==> config.mk <==
export PLATFORM = sky130hd
export DESIGN_NAME = spectrum_peak_search_top
export DESIGN_NICKNAME = d
export VERILOG_FILES = /design/src/rtl/spk_pkg.sv /design/src/rtl/spectrum_peak_search_top.sv /design/src/rtl/spk_detect.sv /design/src/rtl/spk_outq.sv
export SDC_FILE = /design/constraint.sdc
export NUM_CORES = 1
export LEC_CHECK = 0
export BUFFER_PORTS_ARGS = -buffer_cell sky130_fd_sc_hd__clkbuf_2
export CORE_MARGIN = 2
export CORE_UTILIZATION = 25
export DETAILED_ROUTE_END_ITERATION = 6
export PLACE_DENSITY = 0.5
export SLEW_MARGIN = 0
export SYNTH_ARGS = -nofsm -noshare
export SYNTH_HDL_FRONTEND = slang
export SYNTH_HIERARCHICAL = 1
export SYNTH_SLANG_ARGS = --single-unit
export TNS_END_PERCENT = 100
==> constraint.sdc <==
create_clock -name clk_i -period 12.6 [get_ports clk_i]
set_input_delay 0.63 -clock clk_i [delete_from_list [all_inputs] [get_ports clk_i]]
set_output_delay 0.63 -clock clk_i [all_outputs]
set_load 0.05 [all_outputs]
==> src/rtl/spk_pkg.sv <==
// Shared types and constants for the spectrum peak search block.
package spk_pkg;

  localparam int unsigned FREQ_W  = 35;
  localparam int unsigned AMP_W   = 16;
  localparam int unsigned CNT_W   = 16;
  localparam int unsigned IDX_W   = 16;
  localparam int unsigned SCALE_W = FREQ_W + 5;  // room for frequency times 21
  localparam int unsigned CFG_AW  = 2;
  localparam int unsigned CFG_DW  = 16;

  // Result queue geometry.
  localparam int unsigned Q_DEPTH = 4;
  localparam int unsigned Q_AW    = 2;
  localparam int unsigned Q_LW    = 3;

  // Configuration register indexes.
  localparam logic [CFG_AW-1:0] REG_NOISE_FLOOR = 2'd0;
  localparam logic [CFG_AW-1:0] REG_THRESHOLD   = 2'd1;
  localparam logic [CFG_AW-1:0] REG_PEAK_LIMIT  = 2'd2;

  // Result kinds.
  localparam logic KIND_PEAK    = 1'b0;
  localparam logic KIND_SUMMARY = 1'b1;

  // Reset values of the configuration registers.
  localparam logic signed [AMP_W-1:0] NOISE_FLOOR_RST = 16'sd0;
  localparam logic signed [AMP_W-1:0] THRESHOLD_RST   = 16'sd384;
  localparam logic [CNT_W-1:0]        PEAK_LIMIT_RST  = 16'd64;

  typedef struct packed {
    logic signed [AMP_W-1:0] noise_floor;
    logic signed [AMP_W-1:0] threshold;
    logic [CNT_W-1:0]        peak_limit;
  } spk_cfg_t;

  typedef struct packed {
    logic              kind;
    logic [IDX_W-1:0]  index;
    logic [FREQ_W-1:0] freq;
    logic [CNT_W-1:0]  count;
    logic              last;
  } spk_result_t;

  // Results produced by one accepted point: zero, one or two.
  typedef struct packed {
    logic [1:0]  num;
    spk_result_t r0;
    spk_result_t r1;
  } spk_push_t;

  typedef struct packed {
    logic [Q_LW-1:0] level;
  } spk_qstat_t;

endpackage

==> src/rtl/spectrum_peak_search_top.sv <==
// Spectrum peak search: local-maximum detection over a streamed scan, top level.
//
// One scan point is taken per clock cycle while input ready is high. Each point is
// tested in the cycle it is accepted, against a three-point window of two registered
// points and the incoming one: the middle point is reported as a peak when it is
// strictly above both neighbors, strictly above the noise floor plus the threshold,
// more than 1.05 times the frequency of the last reported peak (checked exactly as
// f*20 > last*21), and the scan has not yet hit the peak limit. The point flagged
// end_of_scan is followed by a summary result with the total peak count, and the
// scan state then returns to its reset values; the configuration registers keep
// their values across scans. Results leave one per cycle while output ready is high,
// from a four-entry queue. Input ready is held low while fewer than two queue entries
// are free, which means the sustained input rate is one point per cycle as long as
// results are taken as fast as they appear; a point that yields both a peak and a
// summary fills two queue entries. Points at index MAX_POINTS - 1 or beyond are not
// tested for peaks. Configuration should be written only while no request is in flight.
module spectrum_peak_search_top import spk_pkg::*; #(
  parameter int unsigned MAX_POINTS = 65536
) (
  input  logic                    clk_i,
  input  logic                    rst_ni,
  // Scan point requests.
  input  logic                    in_valid_i,
  output logic                    in_ready_o,
  input  logic [FREQ_W-1:0]       frequency_i,
  input  logic signed [AMP_W-1:0] amplitude_i,
  input  logic                    end_of_scan_i,
  // Results.
  output logic                    out_valid_o,
  input  logic                    out_ready_i,
  output logic                    result_kind_o,
  output logic [IDX_W-1:0]        point_index_o,
  output logic [FREQ_W-1:0]       peak_frequency_o,
  output logic [CNT_W-1:0]        peak_count_o,
  output logic                    last_of_run_o,
  // Configuration writes.
  input  logic                    cfg_we_i,
  input  logic [CFG_AW-1:0]       cfg_index_i,
  input  logic [CFG_DW-1:0]       cfg_data_i
);

  spk_cfg_t    cfg_q;
  spk_push_t   push;
  spk_result_t head;
  spk_qstat_t  qstat;
  logic        in_accept;

  // Configuration registers; writes to an unused index are dropped.
  always_ff @(posedge clk_i or negedge rst_ni) begin
    if (!rst_ni) begin
      cfg_q.noise_floor <= NOISE_FLOOR_RST;
      cfg_q.threshold   <= THRESHOLD_RST;
      cfg_q.peak_limit  <= PEAK_LIMIT_RST;
    end else if (cfg_we_i) begin
      case (cfg_index_i)
        REG_NOISE_FLOOR: cfg_q.noise_floor <= cfg_data_i;
        REG_THRESHOLD:   cfg_q.threshold   <= cfg_data_i;
        REG_PEAK_LIMIT:  cfg_q.peak_limit  <= cfg_data_i;
        default: begin
        end
      endcase
    end
  end

  // A request can produce two results, so two free entries are needed to take one.
  assign in_ready_o = (qstat.level <= Q_LW'(Q_DEPTH - 2));
  assign in_accept  = in_valid_i && in_ready_o;

  spk_detect #(
    .MAX_POINTS (MAX_POINTS)
  ) u_detect (
    .clk_i         (clk_i),
    .rst_ni        (rst_ni),
    .accept_i      (in_accept),
    .frequency_i   (frequency_i),
    .amplitude_i   (amplitude_i),
    .end_of_scan_i (end_of_scan_i),
    .cfg_i         (cfg_q),
    .push_o        (push)
  );

  spk_outq u_outq (
    .clk_i   (clk_i),
    .rst_ni  (rst_ni),
    .push_i  (push),
    .pop_i   (out_ready_i),
    .valid_o (out_valid_o),
    .head_o  (head),
    .stat_o  (qstat)
  );

  assign result_kind_o    = head.kind;
  assign point_index_o    = head.index;
  assign peak_frequency_o = head.freq;
  assign peak_count_o     = head.count;
  assign last_of_run_o    = head.last;

  // The queue never holds more entries than it has.
  a_level_bound: assert property (@(posedge clk_i) disable iff (!rst_ni)
    qstat.level <= Q_LW'(Q_DEPTH))
    else $error("result queue overfilled");

  // The end of a scan always leaves a summary waiting.
  a_eos_result: assert property (@(posedge clk_i) disable iff (!rst_ni)
    (in_accept && end_of_scan_i) |=> out_valid_o)
    else $error("no result after end of scan");

  // A summary is always the final result of its request.
  a_summary_last: assert property (@(posedge clk_i) disable iff (!rst_ni)
    (out_valid_o && result_kind_o == KIND_SUMMARY) |-> last_of_run_o)
    else $error("summary not marked last");

  // A peak can only be reported with a nonzero count.
  a_peak_count: assert property (@(posedge clk_i) disable iff (!rst_ni)
    (out_valid_o && result_kind_o == KIND_PEAK) |-> (peak_count_o != '0))
    else $error("peak reported with zero count");

endmodule

==> src/rtl/spk_detect.sv <==
// Three-point window, peak tests and per-scan state of the peak search.
module spk_detect import spk_pkg::*; #(
  parameter int unsigned MAX_POINTS = 65536
) (
  input  logic                    clk_i,
  input  logic                    rst_ni,
  input  logic                    accept_i,
  input  logic [FREQ_W-1:0]       frequency_i,
  input  logic signed [AMP_W-1:0] amplitude_i,
  input  logic                    end_of_scan_i,
  input  spk_cfg_t                cfg_i,
  output spk_push_t               push_o
);

  localparam int unsigned PTS_W = $clog2(MAX_POINTS + 1);

  logic signed [AMP_W-1:0] older_q, middle_q;
  logic [FREQ_W-1:0]       mid_freq_q;
  logic [SCALE_W-1:0]      mid_freq20_q;
  logic [SCALE_W-1:0]      last_freq21_q;
  logic [PTS_W-1:0]        pts_q;
  logic [CNT_W-1:0]        found_q;

  logic signed [AMP_W:0]   level;
  logic signed [AMP_W:0]   mid_ext;
  logic                    in_window;
  logic                    is_local;
  logic                    spaced;
  logic                    hit;
  logic [CNT_W-1:0]        found_next;
  logic [SCALE_W-1:0]      freq20;
  spk_result_t             peak_res, sum_res;

  // Exact 17-bit sum so the level can never wrap.
  assign level   = {cfg_i.noise_floor[AMP_W-1], cfg_i.noise_floor}
                 + {cfg_i.threshold[AMP_W-1], cfg_i.threshold};
  assign mid_ext = {middle_q[AMP_W-1], middle_q};

  assign in_window = (pts_q >= PTS_W'(2)) && (pts_q < PTS_W'(MAX_POINTS));
  assign is_local  = (middle_q > older_q) && (middle_q > amplitude_i) && (mid_ext > level);
  // More than 1.05 times the last peak, kept in integers as f*20 > last*21.
  assign spaced    = (found_q == '0) || (mid_freq20_q > last_freq21_q);
  assign hit       = in_window && is_local && spaced && (found_q < cfg_i.peak_limit);

  assign found_next = hit ? found_q + CNT_W'(1) : found_q;
  assign freq20     = (SCALE_W'(frequency_i) << 4) + (SCALE_W'(frequency_i) << 2);

  always_comb begin
    peak_res.kind  = KIND_PEAK;
    peak_res.index = IDX_W'(pts_q - PTS_W'(1));
    peak_res.freq  = mid_freq_q;
    peak_res.count = found_next;
    peak_res.last  = ~end_of_scan_i;

    sum_res.kind   = KIND_SUMMARY;
    sum_res.index  = '0;
    sum_res.freq   = '0;
    sum_res.count  = found_next;
    sum_res.last   = 1'b1;

    push_o.r0 = hit ? peak_res : sum_res;
    push_o.r1 = sum_res;
    if (!accept_i) begin
      push_o.num = 2'd0;
    end else if (hit && end_of_scan_i) begin
      push_o.num = 2'd2;
    end else if (hit || end_of_scan_i) begin
      push_o.num = 2'd1;
    end else begin
      push_o.num = 2'd0;
    end
  end

  always_ff @(posedge clk_i or negedge rst_ni) begin
    if (!rst_ni) begin
      older_q       <= '0;
      middle_q      <= '0;
      mid_freq_q    <= '0;
      mid_freq20_q  <= '0;
      last_freq21_q <= '0;
      pts_q         <= '0;
      found_q       <= '0;
    end else if (accept_i) begin
      if (end_of_scan_i) begin
        older_q       <= '0;
        middle_q      <= '0;
        mid_freq_q    <= '0;
        mid_freq20_q  <= '0;
        last_freq21_q <= '0;
        pts_q         <= '0;
        found_q       <= '0;
      end else begin
        older_q      <= middle_q;
        middle_q     <= amplitude_i;
        mid_freq_q   <= frequency_i;
        mid_freq20_q <= freq20;
        if (pts_q < PTS_W'(MAX_POINTS)) begin
          pts_q <= pts_q + PTS_W'(1);
        end
        found_q <= found_next;
        if (hit) begin
          last_freq21_q <= mid_freq20_q + SCALE_W'(mid_freq_q);
        end
      end
    end
  end

endmodule

==> src/rtl/spk_outq.sv <==
// Small result queue that takes up to two results a cycle and hands out one.
module spk_outq import spk_pkg::*; (
  input  logic        clk_i,
  input  logic        rst_ni,
  input  spk_push_t   push_i,
  input  logic        pop_i,
  output logic        valid_o,
  output spk_result_t head_o,
  output spk_qstat_t  stat_o
);

  spk_result_t      mem_q [Q_DEPTH];
  logic [Q_AW-1:0]  wptr_q, rptr_q;
  logic [Q_LW-1:0]  level_q;
  logic             do_pop;

  assign valid_o      = (level_q != '0);
  assign head_o       = mem_q[rptr_q];
  assign stat_o.level = level_q;
  assign do_pop       = pop_i && valid_o;

  always_ff @(posedge clk_i) begin
    if (push_i.num != 2'd0) begin
      mem_q[wptr_q] <= push_i.r0;
    end
    if (push_i.num == 2'd2) begin
      mem_q[Q_AW'(wptr_q + Q_AW'(1))] <= push_i.r1;
    end
  end

  always_ff @(posedge clk_i or negedge rst_ni) begin
    if (!rst_ni) begin
      wptr_q  <= '0;
      rptr_q  <= '0;
      level_q <= '0;
    end else begin
      wptr_q  <= wptr_q + Q_AW'(push_i.num);
      if (do_pop) begin
        rptr_q <= rptr_q + Q_AW'(1);
      end
      level_q <= level_q + Q_LW'(push_i.num) - Q_LW'(do_pop);
    end
  end

endmodule

==> metrics.json <==
{
  "placed_design": {
    "globalplace.congestion": 0.780,
    "dp_hpwl_microns": 57300,
    "cells_after_dpl": 4181,
    "place_worst_setup_slack_ps": 4690,
    "io_buf_count": 145
  },
  "clock_network": {
    "tritoncts.num_buffers": 60,
    "count_of_hold_buffers_inserted_by_post_cts_repair": 1,
    "number_of_clock_sinks": 507,
    "tritoncts": "done",
    "cts_buffer_depth": 3,
    "cts_htree_levels": 2,
    "worst_skew_pair.late_latency_ps": 650,
    "cts.clk_slew.worst_paths_ps": 60,
    "post_cts.repair.setup_buffers": 0,
    "clock_tree.root_cell": "clkbuf_16",
    "cts_repair_resize_count": 0
  },
  "detailed_routing": {
    "firstDrtPassIters": 5,
    "routed_wirelength_microns": 83200,
    "via_density_per_instance": 4.62,
    "route.antenna.remaining_nets": 0,
    "drtIter0Drc": 1227,
    "wirelength_per_cell_microns": 19.4,
    "number_of_vias_after_detailed_routing": 19847,
    "drt_drc_violations_left": 0
  },
  "power_and_ir_drop": {
    "leakagePower_nw": 14.5,
    "power.sequential.fraction_pct": 32.5,
    "total_switching_power_mw": 3.22,
    "power.share.switching_pct": 40.7,
    "power.share.combinational_pct": 44.3,
    "power.density_cell_area_nw_per_um2": 227,
    "vdd_drop_max_mv": 0.117,
    "p_int_mw": 4.70,
    "power.share.clock_pct": 23.3
  },
  "finish": {
    "fillerInstances": 12487,
    "antenna_cells_inserted": 0,
    "post_route_cells_drive_above_1_share_pct": 27.2,
    "areaGrowthSynthToFinish_pct": 13.9,
    "fin_util_pct": 28.7,
    "final-instance-count-excl-fill": 4296,
    "finalNetCount": 2893
  },
  "logic_synthesis": {
    "syn-instance-count": 2526,
    "ys_warn_count": 6,
    "ys.flop_type": "edfxtp_1",
    "synth_sequential_area_ratio_pct": 46.0,
    "synth.most_common_cell": "mux2_2",
    "synthArstFlopShare_pct": 45.6,
    "synth.top_cells.by_area": "edfxtp_1, dfrtp_1, mux2_2",
    "ys_seq_elements": 507,
    "edff_count_synth": 276,
    "synth.lib_cells_used.distinct": 93,
    "synth_area_leader_cell": "edfxtp_1",
    "synth.top_cell.area_share_pct": 27.1,
    "synthesis.area_sq_um": 30600,
    "post_synth_most_frequent_cells": "mux2_2, edfxtp_1, dfrtp_1",
    "synth_area_per_cell_sq_um": 12.1
  },
  "outcome": {
    "run_status": "complete, no violations"
  },
  "global_routing": {
    "global_route.overflow_total": 0,
    "grt_start_max_net_pins": 84,
    "grt_usage_pct": 13.2,
    "number_of_antenna_violations_at_the_first_check_in_global_routing": 6,
    "global_route_wire_length_before_repair_microns": 129000,
    "grt_pass1_vias": 20507
  },
  "setup_path": {
    "cp.arrival_ps": 8280,
    "crit_type": "flip-flop to flip-flop",
    "crit_path_capture_type": "flip-flop",
    "timing.critical_path.fanout_max": 58,
    "cpPeakStageDelay_ps": 680,
    "cp.required_ps": 13000,
    "worst_setup_path_start_kind": "flip-flop",
    "timing.critical_path.slowest_stage_cell": "buf_4"
  },
  "sta": {
    "skew_ps": 30.3,
    "period_share_pct": 62.6,
    "max_freq_mhz": 127,
    "number_of_hold_slack_violations_in_the_final_timing_report": 0,
    "post_route_setup_slack_ps": 4710,
    "final.setup.tns_ps": 0,
    "max_slew_margin_pct": 26.3,
    "finalMaxSlewViolations": 0,
    "rsz0062_at_grt": "no",
    "final-setup-viol-count": 0,
    "finalWorstPathRequiredPeriod_ps": 7890,
    "worst-slew-pin-transition_ps": 1110
  },
  "floorplan": {
    "row_count": 128,
    "design.core.area_sq_um": 122000,
    "initial_utilization_pct": 25.2,
    "chipWidth_microns": 354,
    "die_area_sq_um": 125000,
    "die_h_microns": 354,
    "boundaryPins": 146
  },
  "min_path": {
    "hp-class": "input pin to flip-flop"
  },
  "job": {
    "cap_violations": 0
  }
}
kinds of logic (layout without fill, tap and decap cells):
family	count (synthesis)	count (layout)	share of synthesized area, %
flops	507	507	46.0
simple gates	495	495	8.67
compound gates	489	489	11.5
mux	399	399	17.2
buf+inv	326	420	5.24
fa+ha+maj	199	199	8.24
xor+xnor	109	109	3.12
other cells	2	53	0.0245
metrics by stage:
| step | power (mW) | hold WS, ps | instance area (sq um) |
|---|---|---|---|
| floorplan | 5.20 | 334 | 30800 |
| global placement | 6.14 | 462 | 32700 |
| detailed placement | 6.16 | 471 | 32700 |
| CTS | 8.05 | 202 | 34800 |
| global route | 8.48 | 239 | 34800 |
| finish | 7.92 | 245 | 34800 |
layout make-up:
cell class	instances	area (sq um)	share of cell area [%]
clock buffer	88	1710	4.90
clock inverter	26	392	1.12
inverter	136	517	1.48
multi-input combinational	1744	15200	43.6
sequential	507	14100	40.4
tap	1625	2030	5.84
timing repair buffer	170	926	2.66
routing by layer:
layer  up-vias  part of all wire [%]  wire length (microns)  track usage [%]
li1       9590                     -                      -                -
met1      9894                    48                  39700             18.2
met2       257                    47                  39400             21.9
met3        98                   3.0                   2470             1.73
met4         8                   1.8                   1520             2.83
met5         -                 0.060                     50                0
placed cells by master, fill, tap and decap left out, drive strengths merged, types with 18 or more instances in the layout:
cell type	instances
xor2	37
nor2	83
nand3	49
buf	25
and2	50
a31o	38
nand2b	20
xnor2	72
nand4	37
nor2b	51
conb	53
a21o	68
a21oi	89
mux4	69
nor3	41
or3	18
ha	195
nand2	92
a22o	53
dfrtp	228
o21ai	80
o31ai	26
inv	136
clkbuf	232
edfxtp	276
mux2	325
worst max-delay path, delay by kind of cell (launching register included):
kind,cells,cell delay [ps]
simple gates,10,2320
buf+inv,5,1630
flops,1,380
fa+ha+maj,4,990
mux,1,420
compound gates,9,1780
power by group through the flow:
stage               registers, mW  clock network [mW]  logic (mW)
floorplan                    2.40                   0        2.80
global placement             2.61                   0        3.53
detailed placement           2.61                   0        3.54
CTS                          2.58                1.90        3.57
global route                 2.63                1.96        3.89
finish                       2.57                1.84        3.50
sequential cells by signal (all words and copies together), names as in the netlist:
register and cells:
cfg_q 48, u_detect/found_q 16, u_detect/last_freq21_q 40, u_detect/mid_freq20_q 36
u_detect/mid_freq_q 35, u_detect/middle_q 16, u_detect/older_q 16, u_detect/pts_q 17
u_outq/mem_q 276, u_outq/rptr_q 2, u_outq/stat_o 3, u_outq/wptr_q 2
final timing paths:
check	from	endpoint	slack (ps)	cells past startpoint
setup / recovery	cfg_q[16]	u_outq/mem_q[1][39]	4710	29
hold / removal	amplitude_i[5]	u_detect/middle_q[5]	250	3
setup reg to reg	cfg_q[16]	u_outq/mem_q[1][39]	4710	29
hold reg to reg	u_detect/last_freq21_q[12]	u_detect/last_freq21_q[12]	480	2
max in group asynchronous	rst_ni	cfg_q[35]	10200	4
min in group asynchronous	rst_ni	u_detect/mid_freq20_q[28]	550	2
Power figures use the tool's default switching activity.
